--- config.mk ---
export PLATFORM = sky130hd
export DESIGN_NAME = tdc_out
export DESIGN_NICKNAME = d
export VERILOG_FILES = /design/src/tdc_pkg.sv /design/src/tdc_out.sv
export SDC_FILE = /design/constraint.sdc
export NUM_CORES = 1
export LEC_CHECK = 0
export BUFFER_PORTS_ARGS = -buffer_cell sky130_fd_sc_hd__buf_2
export CAP_MARGIN = 10
export CORE_AREA = 2 2 304 306
export DETAILED_ROUTE_END_ITERATION = 8
export DIE_AREA = 0 0 306 308
export PLACE_DENSITY = 0.54
export SYNTH_ARGS = -nofsm -noshare
export SYNTH_HDL_FRONTEND = slang
export SYNTH_SLANG_ARGS = --single-unit
--- constraint.sdc ---
create_clock -name clk -period 14 [get_ports clk]
set_clock_uncertainty 0.15 [all_clocks]
set_input_delay 2.8 -clock clk [delete_from_list [all_inputs] [get_ports clk]]
set_output_delay 2.8 -clock clk [all_outputs]
set_load 0.01 [all_outputs]
--- src/tdc_pkg.sv ---
`timescale 1ns / 1ps
// ----------------------------------------------------------------------------
// tdc_pkg
// Shared types and constants for the triangle depth clipper.
// ----------------------------------------------------------------------------
package tdc_pkg;

  localparam int FRAC_BITS_DEF = 16;

  localparam logic signed [31:0] NEAR_RESET = 32'sd65536;
  localparam logic signed [31:0] FAR_RESET  = 32'sd65536000;

  // configuration register indexes
  localparam logic REG_NEAR = 1'b0;
  localparam logic REG_FAR  = 1'b1;

  // number of vertices inside the depth slab
  localparam logic [1:0] KIND_ONE   = 2'd1;
  localparam logic [1:0] KIND_TWO   = 2'd2;
  localparam logic [1:0] KIND_THREE = 2'd3;

  typedef struct packed {
    logic signed [31:0] x;
    logic signed [31:0] y;
    logic signed [31:0] z;
  } vtx_t;

  // one plane crossing: outside vertex, deltas toward the inside vertex
  typedef struct packed {
    logic signed [31:0] ox;
    logic signed [31:0] oy;
    logic signed [32:0] dx;
    logic signed [32:0] dy;
    logic signed [31:0] plane;
    logic [32:0]        den;
  } xing_t;

  typedef struct packed {
    logic [1:0] kind;
    vtx_t       in0;
    vtx_t       in1;
    vtx_t       in2;
    xing_t      xa;
    xing_t      xb;
  } tri_t;

  typedef struct packed {
    logic [1:0] kind;
    vtx_t       in0;
    vtx_t       in1;
    vtx_t       in2;
    vtx_t       ca;
    vtx_t       cb;
  } res_t;

endpackage

--- src/tdc_out.sv ---
`timescale 1ns / 1ps
// ----------------------------------------------------------------------------
// tdc_out
// Output register; splits a two-inside result into two transactions.
// ----------------------------------------------------------------------------
module tdc_out (
  input  logic           clk,
  input  logic           rst,
  input  logic           valid_in,
  input  tdc_pkg::res_t  data_in,
  output logic           adv,
  output logic           out_valid,
  input  logic           out_ready,
  output tdc_pkg::vtx_t  vp,
  output tdc_pkg::vtx_t  vq,
  output tdc_pkg::vtx_t  vr,
  output logic           last_piece
);

  tdc_pkg::res_t hold;
  logic          piece;

  assign last_piece = (hold.kind != tdc_pkg::KIND_TWO) || piece;
  // the pipeline moves when the held result is gone or leaves this cycle
  assign adv = !out_valid || (out_ready && last_piece);

  always_comb begin
    case (hold.kind)
      tdc_pkg::KIND_THREE: begin
        vp = hold.in0; vq = hold.in1; vr = hold.in2;
      end
      tdc_pkg::KIND_TWO: begin
        if (piece) begin
          vp = hold.in1; vq = hold.cb; vr = hold.ca;
        end else begin
          vp = hold.in0; vq = hold.in1; vr = hold.ca;
        end
      end
      default: begin
        vp = hold.in0; vq = hold.ca; vr = hold.cb;
      end
    endcase
  end

  always_ff @(posedge clk) begin
    if (rst) begin
      out_valid <= 1'b0;
      piece     <= 1'b0;
    end else if (adv) begin
      out_valid <= valid_in;
      piece     <= 1'b0;
    end else if (out_ready) begin
      piece <= 1'b1;
    end
  end

  always_ff @(posedge clk) begin
    if (adv) hold <= data_in;
  end

  a_first_piece: assert property (@(posedge clk) disable iff (rst)
    out_valid && !last_piece |-> hold.kind == tdc_pkg::KIND_TWO && !piece)
    else $error("non-final piece outside a two-triangle result");

  a_second_follows: assert property (@(posedge clk) disable iff (rst)
    out_valid && out_ready && !last_piece |=> out_valid && last_piece)
    else $error("second triangle did not follow the first");

  a_kind_live: assert property (@(posedge clk) disable iff (rst)
    out_valid |-> hold.kind != 2'd0)
    else $error("held result with no inside vertex");

endmodule

==> summary.md <==
| Metric | Value |
|---|---|
| Syn Area/Cell | `15.0 um^2` |
| FILL cells | `9237` |
| Asr flop ratio synth | `0` |
| Slew @ Worst Pin | `1.16 ns` |
| IO Port Bufs | `776` |
| CP Launch Type | `flip-flop` |
| Post_cts resized | `0` |
| Routed WL | `69600 um` |
| Max Fclk | `138 MHz` |
| H-tree level count | `2` |
| Via Count | `14600` |
| Max-Cap Viols | `0` |
| 1st-pass router iterations | `5` |
| Final period util | `0.517` |
| Arr. time, crit path | `4.29 ns` |
| Layout cells sized above 1 | `0.429` |
| Die W | `306 um` |
| Slew Viols, Final | `0` |
| Final hold vios | `0` |
| Yosys warns | `0` |
| Initial antenna violation count | `21` |
| GRT Max-Usage Layer | `met2` |
| Critical Path Slowest Stage Cell | `dfxtp_4` |
| Max VDD drop | `82.3 uV` |
| First-pass GRT wire length | `98200 um` |
| DRC viols | `0` |
| Syn-to-layout area delta | `33.1%` |
| Total CTS buffers | `56` |
| Mapped cell area | `20500 um^2` |
| Die Area | `94200 um^2` |
| Initial Utilization | `0.226` |
| GP Congestion | `0.926` |
| Worst skew pair latency | `0.61 ns` |
| Min cycle time layout | `7.24 ns` |
| Die Y-Extent | `308 um` |
| Hold_ws | `0.405 ns` |
| Area leader, netlist | `edfxtp_1` |
| Synth top area share | `0.705` |
| Synth Register Bits | `484` |
| Cell variety after synth | `25` |
| TritonCTS clock tree | `done` |
| Ports | `777` |
| Power Density | `134 nW/um^2` |
| Root buffer cell | `clkbuf_16` |
| Number of clock sinks | `484` |
| Wire per inst | `20.7 um` |
| Post-route ant nets | `0` |
| CP Cell Sequence | `buf_4 > nor2b_4 > buf_4 > buf_4 > o211ai_1 > buf_2` |
| Worst setup EP type | `primary output` |
| Total leakage power | `11.0 nW` |
| Count leader, synth | `edfxtp_1` |
| HPWL after DPL | `50600 um` |
| Ys flop type | `edfxtp_1` |
| Syn_nets | `1855` |
| Max transition margin | `0.230` |
| Largest fanout on the critical path | `52` |
| Final setup violation count | `0` |
| Grt ovf | `0` |
| Grt met2 use | `0.240` |
| Setup TNS | `0 ns` |
| Placement row count | `111` |
| EDFF count, synth | `482` |
| Drt initial violations | `1095` |
| Hold_buf cts | `0` |
| Bufs on Longest Clock Path | `3` |
| Max incr delay on CP | `0.80 ns` |
| Crit path kind | `reg -> out` |
| Met3 Use GR | `0.0399` |
| GR Util met1 | `0.158` |
| Top post-synthesis cells by count | `edfxtp_1 (482), nor2_1 (97)` |
| Synth Instances | `1369` |
| Core area | `91000 um^2` |
| Synth area leaders | `edfxtp_1 (71%), mux2i_1 (4.7%), nand4b_1 (4.1%)` |
| GRT Total Usage | `0.139` |
| Vias in the first global route | `15200` |
| Clk pin slew, worst setup/hold paths | `0.06 ns` |
| Status | `finished, final reports clean` |
| RSZ-0062 raised after global routing | `false` |
| Worst endpoint required time | `11.05 ns` |
| Post-synthesis sequential area ratio | `0.707` |
| Post-CTS Setup Bufs | `0` |
| DR vias/cell | `4.35` |
| Nets@finish | `2598` |
| Crit-path most repeated cell | `buf_4` |
| Largest net degree at the start of global routing | `216` |
| HP Class | `reg -> reg` |
placed cells by master, fill, tap and decap left out, types with 17 or more instances in the layout:
master	Yosys	layout
clkinv_1	0	17
o211ai_1	96	96
mux2_2	56	56
nand2_1	96	96
buf_2	59	776
nor2_1	97	97
clkbuf_16	0	57
nand2b_1	96	96
edfxtp_1	482	482
mux2_1	40	40
a21oi_1	96	96
nand4b_1	96	96
mux2i_1	96	96
layer usage:
layer | part of all wire | vias to the layer above
li1 | - | 6747
met1 | 0.38 | 7076
met5 | 0.00075 | -
met4 | 0.042 | 8
met3 | 0.078 | 140
met2 | 0.50 | 641
final timing paths:
| kind | depth (start not counted) | end | start | slack [ns] |
|---|---|---|---|---|
| min | 2 | out_valid$_SDFFE_PP0P_ | out_valid$_SDFFE_PP0P_ | 0.41 |
| min reg2reg | 2 | out_valid$_SDFFE_PP0P_ | out_valid$_SDFFE_PP0P_ | 0.41 |
| max reg2reg | 6 | hold[95]$_DFFE_PP_ | piece$_SDFFE_PP0P_ | 8.10 |
| max | 6 | vq[88] | piece$_SDFFE_PP0P_ | 6.76 |
cell type report:
class | instances | area (um^2) | area share
clock buffers | 68 | 1470 | 0.0537
clock inverters | 33 | 273 | 0.00998
flip-flops and latches | 484 | 14500 | 0.531
diodes | 16 | 40.0 | 0.00147
inverters | 1 | 3.75 | 0.000137
multi-input cells | 777 | 5500 | 0.201
repair buffers | 792 | 4040 | 0.148
well taps | 1186 | 1480 | 0.0543
critical path, delay by kind of cell (launching register included):
| kind | cells | cell delay [ns] |
|---|---|---|
| compound gates | 1 | 0.22 |
| buf+inv | 4 | 2.12 |
| flops | 1 | 0.80 |
| simple gates | 1 | 0.27 |
state kept, by name, summed over array words and instances (netlist names):
register	count
out_valid	1
hold	482
piece	1
logic make-up (layout without fill, tap and decap cells):
family | after synthesis | after routing | synth area share
compound gates | 195 | 195 | 0.0597
buf+inv | 108 | 894 | 0.0255
flops | 484 | 484 | 0.707
mux | 192 | 192 | 0.0995
other cells | 0 | 16 | 0
simple gates | 390 | 390 | 0.108
power breakdown:
group	leakage (nW)	internal [mW]	switching, mW
logic	5.13	0.193	0.265
registers	5.00	1.73	0.0591
clock network	0.856	0.829	0.587
through the flow:
step | utilization | total power [mW] | instance area [um^2] | std cells | setup WS [ns]
5_1_grt | 0.300 | 3.82 | 27300 | 3352 | 6.53
3_3_place_gp | 0.281 | 2.28 | 25500 | 3240 | 7.18
3_5_place_dp | 0.281 | 2.28 | 25500 | 3240 | 7.11
6_report | 0.300 | 3.66 | 27300 | 3357 | 6.76
4_1_cts | 0.300 | 3.72 | 27300 | 3341 | 6.66
2_1_floorplan | - | 2.05 | 20500 | 1369 | 2.27
Power figures use the tool's default switching activity.
