===== src/tdc_pkg.sv =====
`timescale 1ns / 1ps
// ----------------------------------------------------------------------------
// tdc_pkg
// Shared types and constants for the triangle depth clipper.
// ----------------------------------------------------------------------------
package tdc_pkg;

  localparam int FRAC_BITS_DEF = 16;

  localparam logic signed [31:0] NEAR_RESET = 32'sd65536;
  localparam logic signed [31:0] FAR_RESET  = 32'sd65536000;

  // configuration register indexes
  localparam logic REG_NEAR = 1'b0;
  localparam logic REG_FAR  = 1'b1;

  // number of vertices inside the depth slab
  localparam logic [1:0] KIND_ONE   = 2'd1;
  localparam logic [1:0] KIND_TWO   = 2'd2;
  localparam logic [1:0] KIND_THREE = 2'd3;

  typedef struct packed {
    logic signed [31:0] x;
    logic signed [31:0] y;
    logic signed [31:0] z;
  } vtx_t;

  // one plane crossing: outside vertex, deltas toward the inside vertex
  typedef struct packed {
    logic signed [31:0] ox;
    logic signed [31:0] oy;
    logic signed [32:0] dx;
    logic signed [32:0] dy;
    logic signed [31:0] plane;
    logic [32:0]        den;
  } xing_t;

  typedef struct packed {
    logic [1:0] kind;
    vtx_t       in0;
    vtx_t       in1;
    vtx_t       in2;
    xing_t      xa;
    xing_t      xb;
  } tri_t;

  typedef struct packed {
    logic [1:0] kind;
    vtx_t       in0;
    vtx_t       in1;
    vtx_t       in2;
    vtx_t       ca;
    vtx_t       cb;
  } res_t;

endpackage


===== src/tdc_classify.sv =====
`timescale 1ns / 1ps
// ----------------------------------------------------------------------------
// tdc_classify
// Inside test, vertex ordering and crossing setup; one register stage.
// ----------------------------------------------------------------------------
module tdc_classify (
  input  logic                clk,
  input  logic                rst,
  input  logic                adv,
  input  logic                in_valid,
  input  tdc_pkg::vtx_t       va,
  input  tdc_pkg::vtx_t       vb,
  input  tdc_pkg::vtx_t       vc,
  input  logic signed [31:0]  near_plane,
  input  logic signed [31:0]  far_plane,
  output logic                valid,
  output tdc_pkg::tri_t       data,
  output logic [33:0]         rem_a,
  output logic [33:0]         rem_b
);

  tdc_pkg::vtx_t  v [3];
  logic [2:0]     in_slab;
  logic [1:0]     ni, no, i0, i1, o0, o1;
  tdc_pkg::xing_t xa, xb;
  logic [32:0]    num_a, num_b;

  function automatic logic [32:0] absdiff(input logic signed [31:0] a,
                                          input logic signed [31:0] b);
    logic signed [32:0] d;
    d = {a[31], a} - {b[31], b};
    return d[32] ? (~d + 33'd1) : d;
  endfunction

  function automatic tdc_pkg::xing_t setup(input tdc_pkg::vtx_t o, input tdc_pkg::vtx_t i,
                                           input logic signed [31:0] nr,
                                           input logic signed [31:0] fr);
    tdc_pkg::xing_t r;
    r.ox    = o.x;
    r.oy    = o.y;
    r.dx    = {i.x[31], i.x} - {o.x[31], o.x};
    r.dy    = {i.y[31], i.y} - {o.y[31], o.y};
    r.plane = (o.z < nr) ? nr : fr;
    r.den   = absdiff(i.z, o.z);
    return r;
  endfunction

  always_comb begin
    v[0] = va;
    v[1] = vb;
    v[2] = vc;
    ni = 2'd0;
    no = 2'd0;
    i0 = 2'd0;
    i1 = 2'd0;
    o0 = 2'd0;
    o1 = 2'd0;
    for (int k = 0; k < 3; k++) begin
      in_slab[k] = (v[k].z >= near_plane) && (v[k].z <= far_plane);
      if (in_slab[k]) begin
        if (ni == 2'd0) i0 = 2'(k);
        else if (ni == 2'd1) i1 = 2'(k);
        ni = ni + 2'd1;
      end else begin
        if (no == 2'd0) o0 = 2'(k);
        else o1 = 2'(k);
        no = no + 2'd1;
      end
    end
    xa = setup(v[o0], v[i0], near_plane, far_plane);
    // one inside: second outside vertex; two inside: second inside vertex
    if (ni == tdc_pkg::KIND_ONE) xb = setup(v[o1], v[i0], near_plane, far_plane);
    else xb = setup(v[o0], v[i1], near_plane, far_plane);
    num_a = absdiff(xa.plane, v[o0].z);
    num_b = absdiff(xb.plane, (ni == tdc_pkg::KIND_ONE) ? v[o1].z : v[o0].z);
  end

  always_ff @(posedge clk) begin
    if (rst) begin
      valid <= 1'b0;
    end else if (adv) begin
      valid <= in_valid && (ni != 2'd0);
    end
  end

  always_ff @(posedge clk) begin
    if (adv) begin
      data.kind <= ni;
      data.in0  <= v[i0];
      data.in1  <= v[i1];
      data.in2  <= v[2];
      data.xa   <= xa;
      data.xb   <= xb;
      rem_a     <= {1'b0, num_a};
      rem_b     <= {1'b0, num_b};
    end
  end

endmodule


===== config.mk =====
export PLATFORM = sky130hd
export DESIGN_NAME = tdc_classify
export DESIGN_NICKNAME = d
export VERILOG_FILES = /design/src/tdc_pkg.sv /design/src/tdc_classify.sv
export SDC_FILE = /design/constraint.sdc
export NUM_CORES = 2
export LEC_CHECK = 0
export BUFFER_PORTS_ARGS = -buffer_cell sky130_fd_sc_hd__buf_2
export CORE_AREA = 2 2 428 430
export DETAILED_ROUTE_END_ITERATION = 12
export DIE_AREA = 0 0 430 432
export HOLD_SLACK_MARGIN = 0.12
export PLACE_DENSITY = 0.54
export RECOVER_POWER = 100
export REMOVE_ABC_BUFFERS = 1
export SETUP_SLACK_MARGIN = 0.4
export SLEW_MARGIN = 15
export SYNTH_ARGS = -nofsm -noshare
export SYNTH_HDL_FRONTEND = slang
export SYNTH_SLANG_ARGS = --single-unit

===== constraint.sdc =====
create_clock -name clk -period 31.1 [get_ports clk]
set_input_delay 1.555 -clock clk [delete_from_list [all_inputs] [get_ports clk]]
set_output_delay 1.555 -clock clk [all_outputs]
set_load 0.02 [all_outputs]

==> summary.md <==
| Metric | Value |
|---|---|
| Setup-failing EPs final | 0 |
| Worst clock skew on the final layout | 0 ns |
| Dominant cells by area after synthesis | sky130_fd_sc_hd__edfxtp_1 37%, sky130_fd_sc_hd__ha_1 13%, sky130_fd_sc_hd__mux2i_1 8.9%, sky130_fd_sc_hd__a21oi_1 4.3%, sky130_fd_sc_hd__o21ai_0 4.1% |
| Global route overflow | 0 |
| Wire length per cell after detailed routing | 28.2 um |
| Starting utilization of the core area | ~33% |
| Number of gates resized after cts | 0 |
| Count of buffers added by post-CTS timing repair for setup | 0 |
| Highest achievable clock rate | 0.0504 GHz |
| CP Max Fanout | 34 |
| Violated checks | capacitance limit, slew limit |
| Synthesized instance count | slightly above 6000 |
| Max VDD drop | 78.5 uV |
| Cell type contributing the most total cell area after synthesis | sky130_fd_sc_hd__edfxtp_1 |
| Number of synthesized register bits | 747 |
| Number of distinct standard cells referenced by the synthesized netlist | ~110 |
| Pin slew with the least headroom to its limit | roughly 8 ns |
| Slew Limit Fails | 1493 |
| Depth of the CTS H-tree | 3 |
| Overall fraction of global-route tracks in use | 28.2% |
| Core area | 0.182 mm2 |
| Leakage | about 29 nW |
| Final clock period utilization by the worst path | 63.9% |
| Number of antenna violations at the first check in global routing | between 50 and 60 |
| Inserted Clock Buffers | 90 |
| Flip-flop cell with the highest count after synthesis | sky130_fd_sc_hd__edfxtp_1 |
| Power share of the sequential group | 25.2% |
| TritonRoute pass-1 iters | 6 |
| Crit path max-delay family | buffers and inverters |
| Combined buffer and inverter count along the critical path | 5 |
| Switching Fraction | 48.3% |
| Asr flop ratio synth | 0% |
| Most common library cells after synthesis | 746 x sky130_fd_sc_hd__edfxtp_1, 616 x sky130_fd_sc_hd__ha_1, 533 x sky130_fd_sc_hd__mux2i_1 |
| Slowest stage cell, crit path | sky130_fd_sc_hd__clkbuf_1 |
| Int Pwr | 0.00355 W |
| Worst-Skew Late Latency | 0.73 ns |
| Total power after layout | 0.00687 W |
| TritonCTS Sinks | 747 |
| Crit path capture type | flop |
| Number of flops mapped to enable cells by yosys | 746 |
| Crit start category | primary input |
| Placement Cell Area | 0.0684 mm2 |
| Final-layout fill cell count | between 15000 and 20000 |
| Net switching power of the design | 0.00332 W |
| Avg Synthesized Cell Area | 9.67 um2 |
| Number of violations of the max-capacitance limit | 28 |
| Remaining design rule violation count | 0 |
| Layout cells sized above 1 | 6.71% |
| Fraction of synthesized area in multiplexers | under 10% |
| Seq/Total Area, Yosys | 37.4% |
| Die Outline Area | about 0.19 mm2 |
| Number of warning messages in the yosys log | 0 |
| RSZ-0062 raised after global routing | false |
| Most common cell on crit path | sky130_fd_sc_hd__o21a_1 |
| Global-route wire length before repair | 378 mm |
| Final estimated routing congestion in global placement | 0.934 |
| Most common cell in the synthesized netlist | sky130_fd_sc_hd__edfxtp_1 |
| Overall routed net length | between 200 and 300 mm |
| Dominant combinational cell family by area after synthesis | compound AO/OA/AOI/OAI gates |
| Outcome | finished, violations left |
| HPWL Detailed | ~220 mm |
| Min-delay worst type | flop to flop |
| Total negative setup slack | 0 ns |
| Largest net degree at the start of global routing | 143 |
| Worst EP required | 31.64 ns |
| Die Wd | 430 um |
| Vias | 55200 |
| Vias per Instance | around 5.7 |
| Fraction of the mapped netlist area in adder cells | 13.2% |
| Area Overhead vs Synth | 16.9% |
| Portion of synthesized cell area occupied by the leading cell type | 37.4% |
| Critical path arrival | 20.40 ns |
| I/O pin cnt | 1105 |
| Combinational share of power | 59.0% |
| Stage delay of the slowest cell on the critical path | 2.26 ns |
| Parity-gate share of the synthesized area counting xor and xnor cells | 6.07% |
| Clock network fraction of design power | 15.9% |
| Tightest slew margin relative to the limit | -442% |
| Root buffer cell | sky130_fd_sc_hd__clkbuf_16 |
| Clk pin slew, worst setup/hold paths | 0.06 ns |
| Final min period | 19.86 ns |
| Final net count | 8227 |
| Die H | 432 um |
| Final Instance Area | ~0.070 mm2 |
| Number of endpoints with negative hold slack in the final report | 0 |
| Post-detailed-route count of antenna-violating nets | 0 |
| Fraction of the mapped netlist area in compound gates | 18.0% |
| Number of violations reported at the end of detailed-routing iteration 0 | 4586 |
| Ratio of total power to cell area | between 90 and 100 mW/mm2 |
| Input/output buffers | around 1100 |
| Cell Area, Synth | 0.0599 mm2 |
| Worst-case clock buffer depth | 3 |
| Worst Setup Path Type | primary input to flop |
| Synthesized-area fraction occupied by and/or/nand/nor cells | 12.8% |
| Core Rows | 157 |
| Via count of the first global-routing pass | 52800 |
| CTS tree | done |
| Hold_buf cts | 0 |
stage by stage:
step / hold slack (ns) / setup WS [ns] / utilization, % / instances
2_1_floorplan: 0.536 / -9.71 / - / 5970
5_1_grt: 0.493 / 10.76 / 38.5 / 9721
6_report: 0.465 / 11.24 / 38.5 / 9735
3_3_place_gp: 0.448 / 15.88 / 37.6 / 9537
4_1_cts: 0.465 / 16.56 / 39.2 / 9703
3_5_place_dp: 0.458 / 15.78 / 37.6 / 9537
path summary, 6_finish.rpt:
kind / startpoint / endpoint / slack [ns] / depth (start not counted)
worst min-delay path: valid$_SDFFE_PP0P_ / valid$_SDFFE_PP0P_ / 0.47 / 2
worst max-delay path: near_plane[1] / rem_a[16]$_DFFE_PP_ / 11.24 / 46
worst min register to register: valid$_SDFFE_PP0P_ / valid$_SDFFE_PP0P_ / 0.47 / 2
worst max register to register: valid$_SDFFE_PP0P_ / valid$_SDFFE_PP0P_ / 30.50 / 2
state kept, by name, indices dropped and copies added, names as in the netlist:
| signal | flops |
|---|---|
| rem_b | 33 |
| data | 680 |
| valid | 1 |
| rem_a | 33 |
power by group through the flow:
stage	registers, W	clock network, W	logic (W)
final	0.00173	0.00109	0.00405
after detailed placement	0.00173	0	0.00408
after CTS	0.00172	0.00111	0.00410
after floorplan	0.00202	0	0.00246
after global routing	0.00175	0.00114	0.00437
after global placement	0.00173	0	0.00405
routing by layer:
layer  share of wire, %  track usage, %  up-vias
li1                   -               -    25300
met3                6.2            4.00      544
met4                6.4            16.4       28
met5              0.064               0        -
met2                 49            49.3     2435
met1                 39            32.8    26900
cell type report:
type,instances,area [um2],share of cell area (%)
Timing Repair Buffer,1182,4900,7.00
Antenna cell,32,80.1,0.114
Clock buffer,107,2340,3.34
Multi-Input combinational cell,4901,35500,50.7
Clock inverter,59,596,0.851
Sequential cell,747,22400,32.0
Tap cell,2385,2980,4.26
Inverter,322,1210,1.73
cell usage in the layout (no fill, tap or decap), types with 96 or more instances in the layout:
| master | instances |
|---|---|
| sky130_fd_sc_hd__buf_2 | 258 |
| sky130_fd_sc_hd__inv_1 | 322 |
| sky130_fd_sc_hd__a21o_1 | 169 |
| sky130_fd_sc_hd__clkbuf_1 | 912 |
| sky130_fd_sc_hd__a31oi_1 | 109 |
| sky130_fd_sc_hd__o21ai_0 | 493 |
| sky130_fd_sc_hd__ha_1 | 614 |
| sky130_fd_sc_hd__a21oi_1 | 512 |
| sky130_fd_sc_hd__nand2_1 | 308 |
| sky130_fd_sc_hd__mux2i_1 | 532 |
| sky130_fd_sc_hd__nand3_1 | 235 |
| sky130_fd_sc_hd__edfxtp_1 | 746 |
| sky130_fd_sc_hd__xnor2_1 | 274 |
| sky130_fd_sc_hd__o21a_1 | 96 |
| sky130_fd_sc_hd__xor2_1 | 141 |
| sky130_fd_sc_hd__nor2_1 | 485 |
worst min-delay path, delay by kind of cell, from the launching register on:
kind             cells  cell delay [ns]
flip-flops           1             0.31
AND/OR/NAND/NOR      1             0.06
AO/OA/AOI/OAI        1             0.05
logic make-up after synthesis:
| logic type | Yosys count |
|---|---|
| mux | 538 |
| buf+inv | 550 |
| other cells | 1 |
| simple gates | 1573 |
| fa+ha+maj | 627 |
| flops | 747 |
| xor+xnor | 415 |
| compound gates | 1746 |
Note: power is estimated with default switching activity, not from simulation.
