### config.mk
export PLATFORM = sky130hd
export DESIGN_NAME = tdc_div_step
export DESIGN_NICKNAME = d
export VERILOG_FILES = /design/src/tdc_pkg.sv /design/src/tdc_div_step.sv
export SDC_FILE = /design/constraint.sdc
export NUM_CORES = 1
export LEC_CHECK = 0
export BUFFER_PORTS_ARGS = -buffer_cell sky130_fd_sc_hd__buf_2
export CORE_AREA = 2 2 617 619
export DETAILED_ROUTE_END_ITERATION = 10
export DIE_AREA = 0 0 619 621
export GPL_ROUTABILITY_DRIVEN = 0
export HOLD_SLACK_MARGIN = 0.15
export PLACE_DENSITY_LB_ADDON = 0.05
export SLEW_MARGIN = 25
export SYNTH_ARGS = -nofsm -noshare
export SYNTH_HDL_FRONTEND = slang
export SYNTH_SLANG_ARGS = --single-unit
### constraint.sdc
create_clock -name clk -period 3.8 [get_ports clk]
set_clock_uncertainty 0.2 [all_clocks]
set_input_delay 0.57 -clock clk [delete_from_list [all_inputs] [get_ports clk]]
set_output_delay 0.57 -clock clk [all_outputs]
set_load 0.02 [all_outputs]
### src/tdc_pkg.sv
`timescale 1ns / 1ps
// ----------------------------------------------------------------------------
// tdc_pkg
// Shared types and constants for the triangle depth clipper.
// ----------------------------------------------------------------------------
package tdc_pkg;

  localparam int FRAC_BITS_DEF = 16;

  localparam logic signed [31:0] NEAR_RESET = 32'sd65536;
  localparam logic signed [31:0] FAR_RESET  = 32'sd65536000;

  // configuration register indexes
  localparam logic REG_NEAR = 1'b0;
  localparam logic REG_FAR  = 1'b1;

  // number of vertices inside the depth slab
  localparam logic [1:0] KIND_ONE   = 2'd1;
  localparam logic [1:0] KIND_TWO   = 2'd2;
  localparam logic [1:0] KIND_THREE = 2'd3;

  typedef struct packed {
    logic signed [31:0] x;
    logic signed [31:0] y;
    logic signed [31:0] z;
  } vtx_t;

  // one plane crossing: outside vertex, deltas toward the inside vertex
  typedef struct packed {
    logic signed [31:0] ox;
    logic signed [31:0] oy;
    logic signed [32:0] dx;
    logic signed [32:0] dy;
    logic signed [31:0] plane;
    logic [32:0]        den;
  } xing_t;

  typedef struct packed {
    logic [1:0] kind;
    vtx_t       in0;
    vtx_t       in1;
    vtx_t       in2;
    xing_t      xa;
    xing_t      xb;
  } tri_t;

  typedef struct packed {
    logic [1:0] kind;
    vtx_t       in0;
    vtx_t       in1;
    vtx_t       in2;
    vtx_t       ca;
    vtx_t       cb;
  } res_t;

endpackage

### src/tdc_div_step.sv
`timescale 1ns / 1ps
// ----------------------------------------------------------------------------
// tdc_div_step
// One restoring division step for both crossing fractions, registered.
// ----------------------------------------------------------------------------
module tdc_div_step #(
  parameter int FRAC_BITS = tdc_pkg::FRAC_BITS_DEF,
  parameter bit FIRST     = 1'b0
) (
  input  logic                 clk,
  input  logic                 rst,
  input  logic                 adv,
  input  logic                 valid_in,
  input  tdc_pkg::tri_t        data_in,
  input  logic [33:0]          rem_a_in,
  input  logic [33:0]          rem_b_in,
  input  logic [FRAC_BITS:0]   q_a_in,
  input  logic [FRAC_BITS:0]   q_b_in,
  output logic                 valid,
  output tdc_pkg::tri_t        data,
  output logic [33:0]          rem_a,
  output logic [33:0]          rem_b,
  output logic [FRAC_BITS:0]   q_a,
  output logic [FRAC_BITS:0]   q_b
);

  logic [33:0] sh_a, sh_b;
  logic        ge_a, ge_b;

  // the first step tests the unshifted numerator for a fraction of exactly one
  assign sh_a = FIRST ? rem_a_in : {rem_a_in[32:0], 1'b0};
  assign sh_b = FIRST ? rem_b_in : {rem_b_in[32:0], 1'b0};
  assign ge_a = sh_a >= {1'b0, data_in.xa.den};
  assign ge_b = sh_b >= {1'b0, data_in.xb.den};

  always_ff @(posedge clk) begin
    if (rst) begin
      valid <= 1'b0;
    end else if (adv) begin
      valid <= valid_in;
    end
  end

  always_ff @(posedge clk) begin
    if (adv) begin
      data  <= data_in;
      rem_a <= ge_a ? sh_a - {1'b0, data_in.xa.den} : sh_a;
      rem_b <= ge_b ? sh_b - {1'b0, data_in.xb.den} : sh_b;
      q_a   <= {q_a_in[FRAC_BITS-1:0], ge_a};
      q_b   <= {q_b_in[FRAC_BITS-1:0], ge_b};
    end
  end

endmodule

==> impl_metrics.prom <==
# TYPE chip_impl_metric gauge
chip_impl_metric{name="finish.net_count",unit=""} 5180
chip_impl_metric{name="wire_length_of_the_first_global_routing_pass",unit="mm"} 274
chip_impl_metric{name="placement.cell_area",unit="µm²"} 43300
chip_impl_metric{name="postSynthAreaPerCell",unit="µm²"} 18.7
chip_impl_metric{name="first_global_vias",unit=""} 27000
chip_impl_metric{name="netSwitchingPower",unit="mW"} 7.86
chip_impl_metric{name="drtIter0Drc",unit=""} 1122
chip_impl_metric{name="total_leakage_power",unit="nW"} 22.8
chip_impl_metric{name="final_hold_vios",unit=""} 0
chip_impl_metric{name="final_area",unit="µm²"} 57200
chip_impl_info{name="run_status",value="finished, final reports clean"} 1
chip_impl_metric{name="cts.sinks",unit=""} 783
chip_impl_metric{name="final_core_utilization",unit="%"} 15.2
chip_impl_metric{name="grt_start_max_net_pins",unit=""} 77
chip_impl_info{name="clockRootBuffer",value="sky130_fd_sc_hd__clkbuf_16"} 1
chip_impl_metric{name="place_worst_setup_slack",unit="ns"} -0.241
chip_impl_metric{name="post_synth_inst_count",unit=""} 1501
chip_impl_metric{name="synth-edff-count",unit=""} 782
chip_impl_info{name="synth.top_cells.by_area",value="sky130_fd_sc_hd__edfxtp_1, sky130_fd_sc_hd__ha_1, sky130_fd_sc_hd__a21oi_1"} 1
chip_impl_metric{name="fmaxAchievable",unit="MHz"} 281
chip_impl_metric{name="die_width",unit="µm"} 619
chip_impl_metric{name="synthesis.yosys.warnings",unit=""} 0
chip_impl_metric{name="async_reset_ff_share",unit="%"} 0
chip_impl_metric{name="min_period_over_period",unit="%"} 93.5
chip_impl_metric{name="initial_core_util",unit="%"} 7.45
chip_impl_metric{name="internal_power",unit="mW"} 18.3
chip_impl_metric{name="synth_adder_area_share",unit="%"} 3.08
chip_impl_metric{name="pwr-share-clk",unit="%"} 40.4
chip_impl_metric{name="route.vias.total",unit=""} 25200
chip_impl_metric{name="finalCriticalPeriod",unit="ns"} 3.55
chip_impl_metric{name="netlist-cell-type-count",unit=""} 65
chip_impl_metric{name="number_of_max_cap_violations",unit=""} 0
chip_impl_metric{name="floorplan.io_pins",unit=""} 1569
chip_impl_metric{name="timing_worst_slew_pin_value",unit="ns"} 0.890
chip_impl_metric{name="ant_nets",unit=""} 0
chip_impl_metric{name="count_of_buffers_from_port_buffering",unit=""} 1564
chip_impl_metric{name="crit_arrival",unit="ns"} 3.92
chip_impl_metric{name="yosys-mux-area-fraction",unit="%"} 0.889
chip_impl_metric{name="compound_gate_fraction_of_synth_area",unit="%"} 5.75
chip_impl_metric{name="synth.top_cell.area_share",unit="%"} 83.5
chip_impl_metric{name="critical_path_peak_fanout",unit=""} 6
chip_impl_metric{name="clockBufferDepth",unit=""} 4
chip_impl_metric{name="final.setup.worst_slack",unit="ns"} 0.245
chip_impl_metric{name="final-setup-viol-count",unit=""} 0
chip_impl_info{name="synth-main-ff-cell",value="sky130_fd_sc_hd__edfxtp_1"} 1
chip_impl_metric{name="combPwrFrac",unit="%"} 19.0
chip_impl_metric{name="vias_per_cell",unit=""} 2.66
chip_impl_metric{name="worst_slew_margin_rel",unit="%"} 40.7
chip_impl_metric{name="synth_simple_gate_area_share",unit="%"} 3.39
chip_impl_info{name="setup.worst_path.class",value="input pin to flop"} 1
chip_impl_metric{name="yosysSeqAreaShare",unit="%"} 83.5
chip_impl_metric{name="pwr_density_cell",unit="nW/µm²"} 457
chip_impl_metric{name="clk_pin_slew",unit="ns"} 0.06
chip_impl_metric{name="post_synth_xor_area_fraction",unit="%"} 1.71
chip_impl_info{name="grt_setup_unrepaired",value="false"} 1
chip_impl_metric{name="worst_skew_pair.late_latency",unit="ns"} 0.79
chip_impl_metric{name="hpwlAfterDp",unit="mm"} 183
chip_impl_metric{name="placed_cells",unit=""} 8183
chip_impl_metric{name="synth.net_count",unit=""} 2355
chip_impl_info{name="largest_family_of_logic_cells_by_synthesized_area",value="compound AO/OA/AOI/OAI gates"} 1
chip_impl_metric{name="final_cells",unit=""} 9451
chip_impl_metric{name="post-layout-total-power",unit="mW"} 26.2
chip_impl_metric{name="final_max_slew_viol_count",unit=""} 0
chip_impl_info{name="yosys.cell_count.top_type",value="sky130_fd_sc_hd__edfxtp_1"} 1
chip_impl_metric{name="grt_antenna_before_repair",unit=""} 153
chip_impl_metric{name="floorplan.rows",unit=""} 226
chip_impl_metric{name="post_route_cells_drive_above_1_share",unit="%"} 42.6
chip_impl_info{name="synth_top_cells_by_count",value="sky130_fd_sc_hd__edfxtp_1, sky130_fd_sc_hd__inv_1, sky130_fd_sc_hd__a21oi_1, sky130_fd_sc_hd__nand2_1, sky130_fd_sc_hd__ha_1"} 1
chip_impl_metric{name="crit_required",unit="ns"} 4.16
chip_impl_metric{name="drt_wl_total",unit="mm"} 217
chip_impl_metric{name="sequential_cell_fraction_of_total_power",unit="%"} 40.5
chip_impl_metric{name="clock_tree.htree_level_count",unit=""} 3
chip_impl_metric{name="power.ir.vdd_worst",unit="V"} 0.000347
chip_impl_metric{name="overflow",unit=""} 0
chip_impl_metric{name="die-area",unit="µm²"} 384000
chip_impl_info{name="netlist.top_cell.by_area",value="sky130_fd_sc_hd__edfxtp_1"} 1
chip_impl_info{name="cp-end-kind",value="flop"} 1
chip_impl_metric{name="placeableCoreArea",unit="µm²"} 378000
chip_impl_metric{name="die_h",unit="µm"} 621
chip_impl_metric{name="synth.cell_area",unit="µm²"} 28100
chip_impl_metric{name="number_of_synthesized_register_bits",unit=""} 783
chip_impl_metric{name="sw_frac_of_total",unit="%"} 30.0
chip_impl_metric{name="drc_errors",unit=""} 0
chip_impl_info{name="startpoint_type",value="input pin"} 1
chip_impl_info{name="min-delay-path-class",value="input pin to flop"} 1
chip_impl_metric{name="post_cts_buffers",unit=""} 0
chip_impl_metric{name="groute.usage.overall",unit="%"} 10.8
chip_impl_info{name="tritoncts",value="built"} 1
chip_impl_metric{name="route.detailed.wl_per_inst",unit="µm"} 22.9
chip_impl_metric{name="syn2layout_area_growth",unit="%"} 103
chip_impl_metric{name="cts-buffers-inserted",unit=""} 120
chip_impl_metric{name="first_pass_iters",unit=""} 5
-- power by group through the flow --
stage                     clock (mW)  sequential (mW)  combinational, mW
after detailed placement           0             10.8               4.14
after global placement             0             10.8               4.19
final                           10.6             10.6               4.98
after floorplan                    0             11.7              0.680
after global routing            11.5             10.7               5.39
after CTS                       11.3             10.6               5.21
-- critical path, cell delays in order --
cell,delay [ns]
sky130_fd_sc_hd__dlygate4sd3_1,0.55
sky130_fd_sc_hd__buf_2,0.12
sky130_fd_sc_hd__inv_1,0.04
sky130_fd_sc_hd__ha_1,0.40
sky130_fd_sc_hd__nand3_1,0.22
sky130_fd_sc_hd__nor2_1,0.26
sky130_fd_sc_hd__o21ai_1,0.17
sky130_fd_sc_hd__a31o_2,0.30
sky130_fd_sc_hd__a31o_2,0.29
sky130_fd_sc_hd__o21ai_1,0.30
sky130_fd_sc_hd__o31ai_4,0.15
sky130_fd_sc_hd__inv_4,0.18
sky130_fd_sc_hd__mux2_1,0.35
-- flip-flops by register name, summed over array words and instances (netlist names) --
register	count
rem_a	34
rem_b	34
data	680
valid	1
q_a	17
q_b	17
-- worst paths after layout --
| check | start | end | slack (ns) | cells after the start |
|---|---|---|---|---|
| min reg2reg | valid | valid | 0.84 | 3 |
| min | data_in[520] | data[520] | 0.24 | 2 |
| max reg2reg | valid | valid | 2.47 | 3 |
| max | data_in[201] | rem_a[22] | 0.25 | 13 |
-- layer usage --
metal  vias to the layer above  global-route usage [%]  part of all wire [%]
li1                      11500                       -                     -
met1                     12100                    10.9                    35
met2                      1129                    21.0                    54
met3                       405                    3.85                   8.4
met4                        20                    2.61                   2.5
met5                         -                       0                 0.063
-- timing repair --
action	in CTS	in global routing
hold endpoints to repair	802	0
hold buffers	1037	0
gates resized for setup	0	2
endpoints found under the setup margin	0	1
-- kinds of logic after synthesis --
group           after synthesis
mux                          21
flops                       783
simple gates                204
buf+inv                     114
fa+ha+maj                    68
compound gates              256
xor+xnor                     55
-- metrics by stage --
stage          hold slack [ns]  TNS, ns
2_1_floorplan            0.379        0
5_1_grt                  0.176        0
4_1_cts                  0.150        0
6_report                 0.245        0
3_3_place_gp             0.277    -1.03
3_5_place_dp             0.289    -2.05
-- area by class of cell --
type | instances | area, µm²
fill | 42700 | 321000
sequential | 783 | 23500
timing repair buffer | 2730 | 19400
tap | 5016 | 6280
multi-input combinational | 604 | 4190
clock buffer | 151 | 3140
clock inverter | 52 | 375
inverter | 87 | 329
antenna | 28 | 70.1
-- cell usage in the layout, fill, tap and decap left out, drive strengths merged, types with 6 or more instances in the layout --
cell,netlist,layout
a211oi,10,10
a21o,31,31
a21oi,83,83
a31oi,8,8
and3,6,6
buf,13,1693
clkbuf,14,151
clkinv,0,43
diode,0,28
dlygate4sd3,0,1037
edfxtp,782,782
ha,66,66
inv,87,90
mux2,20,20
nand2,67,67
nand2b,10,10
nand3,16,16
nand4,10,10
nor2,58,58
nor2b,8,8
nor3,9,9
o21a,9,9
o21ai,69,69
o21bai,7,7
o31ai,7,7
xnor2,28,28
xor2,27,27
Note: power is estimated with default switching activity, not from simulation.
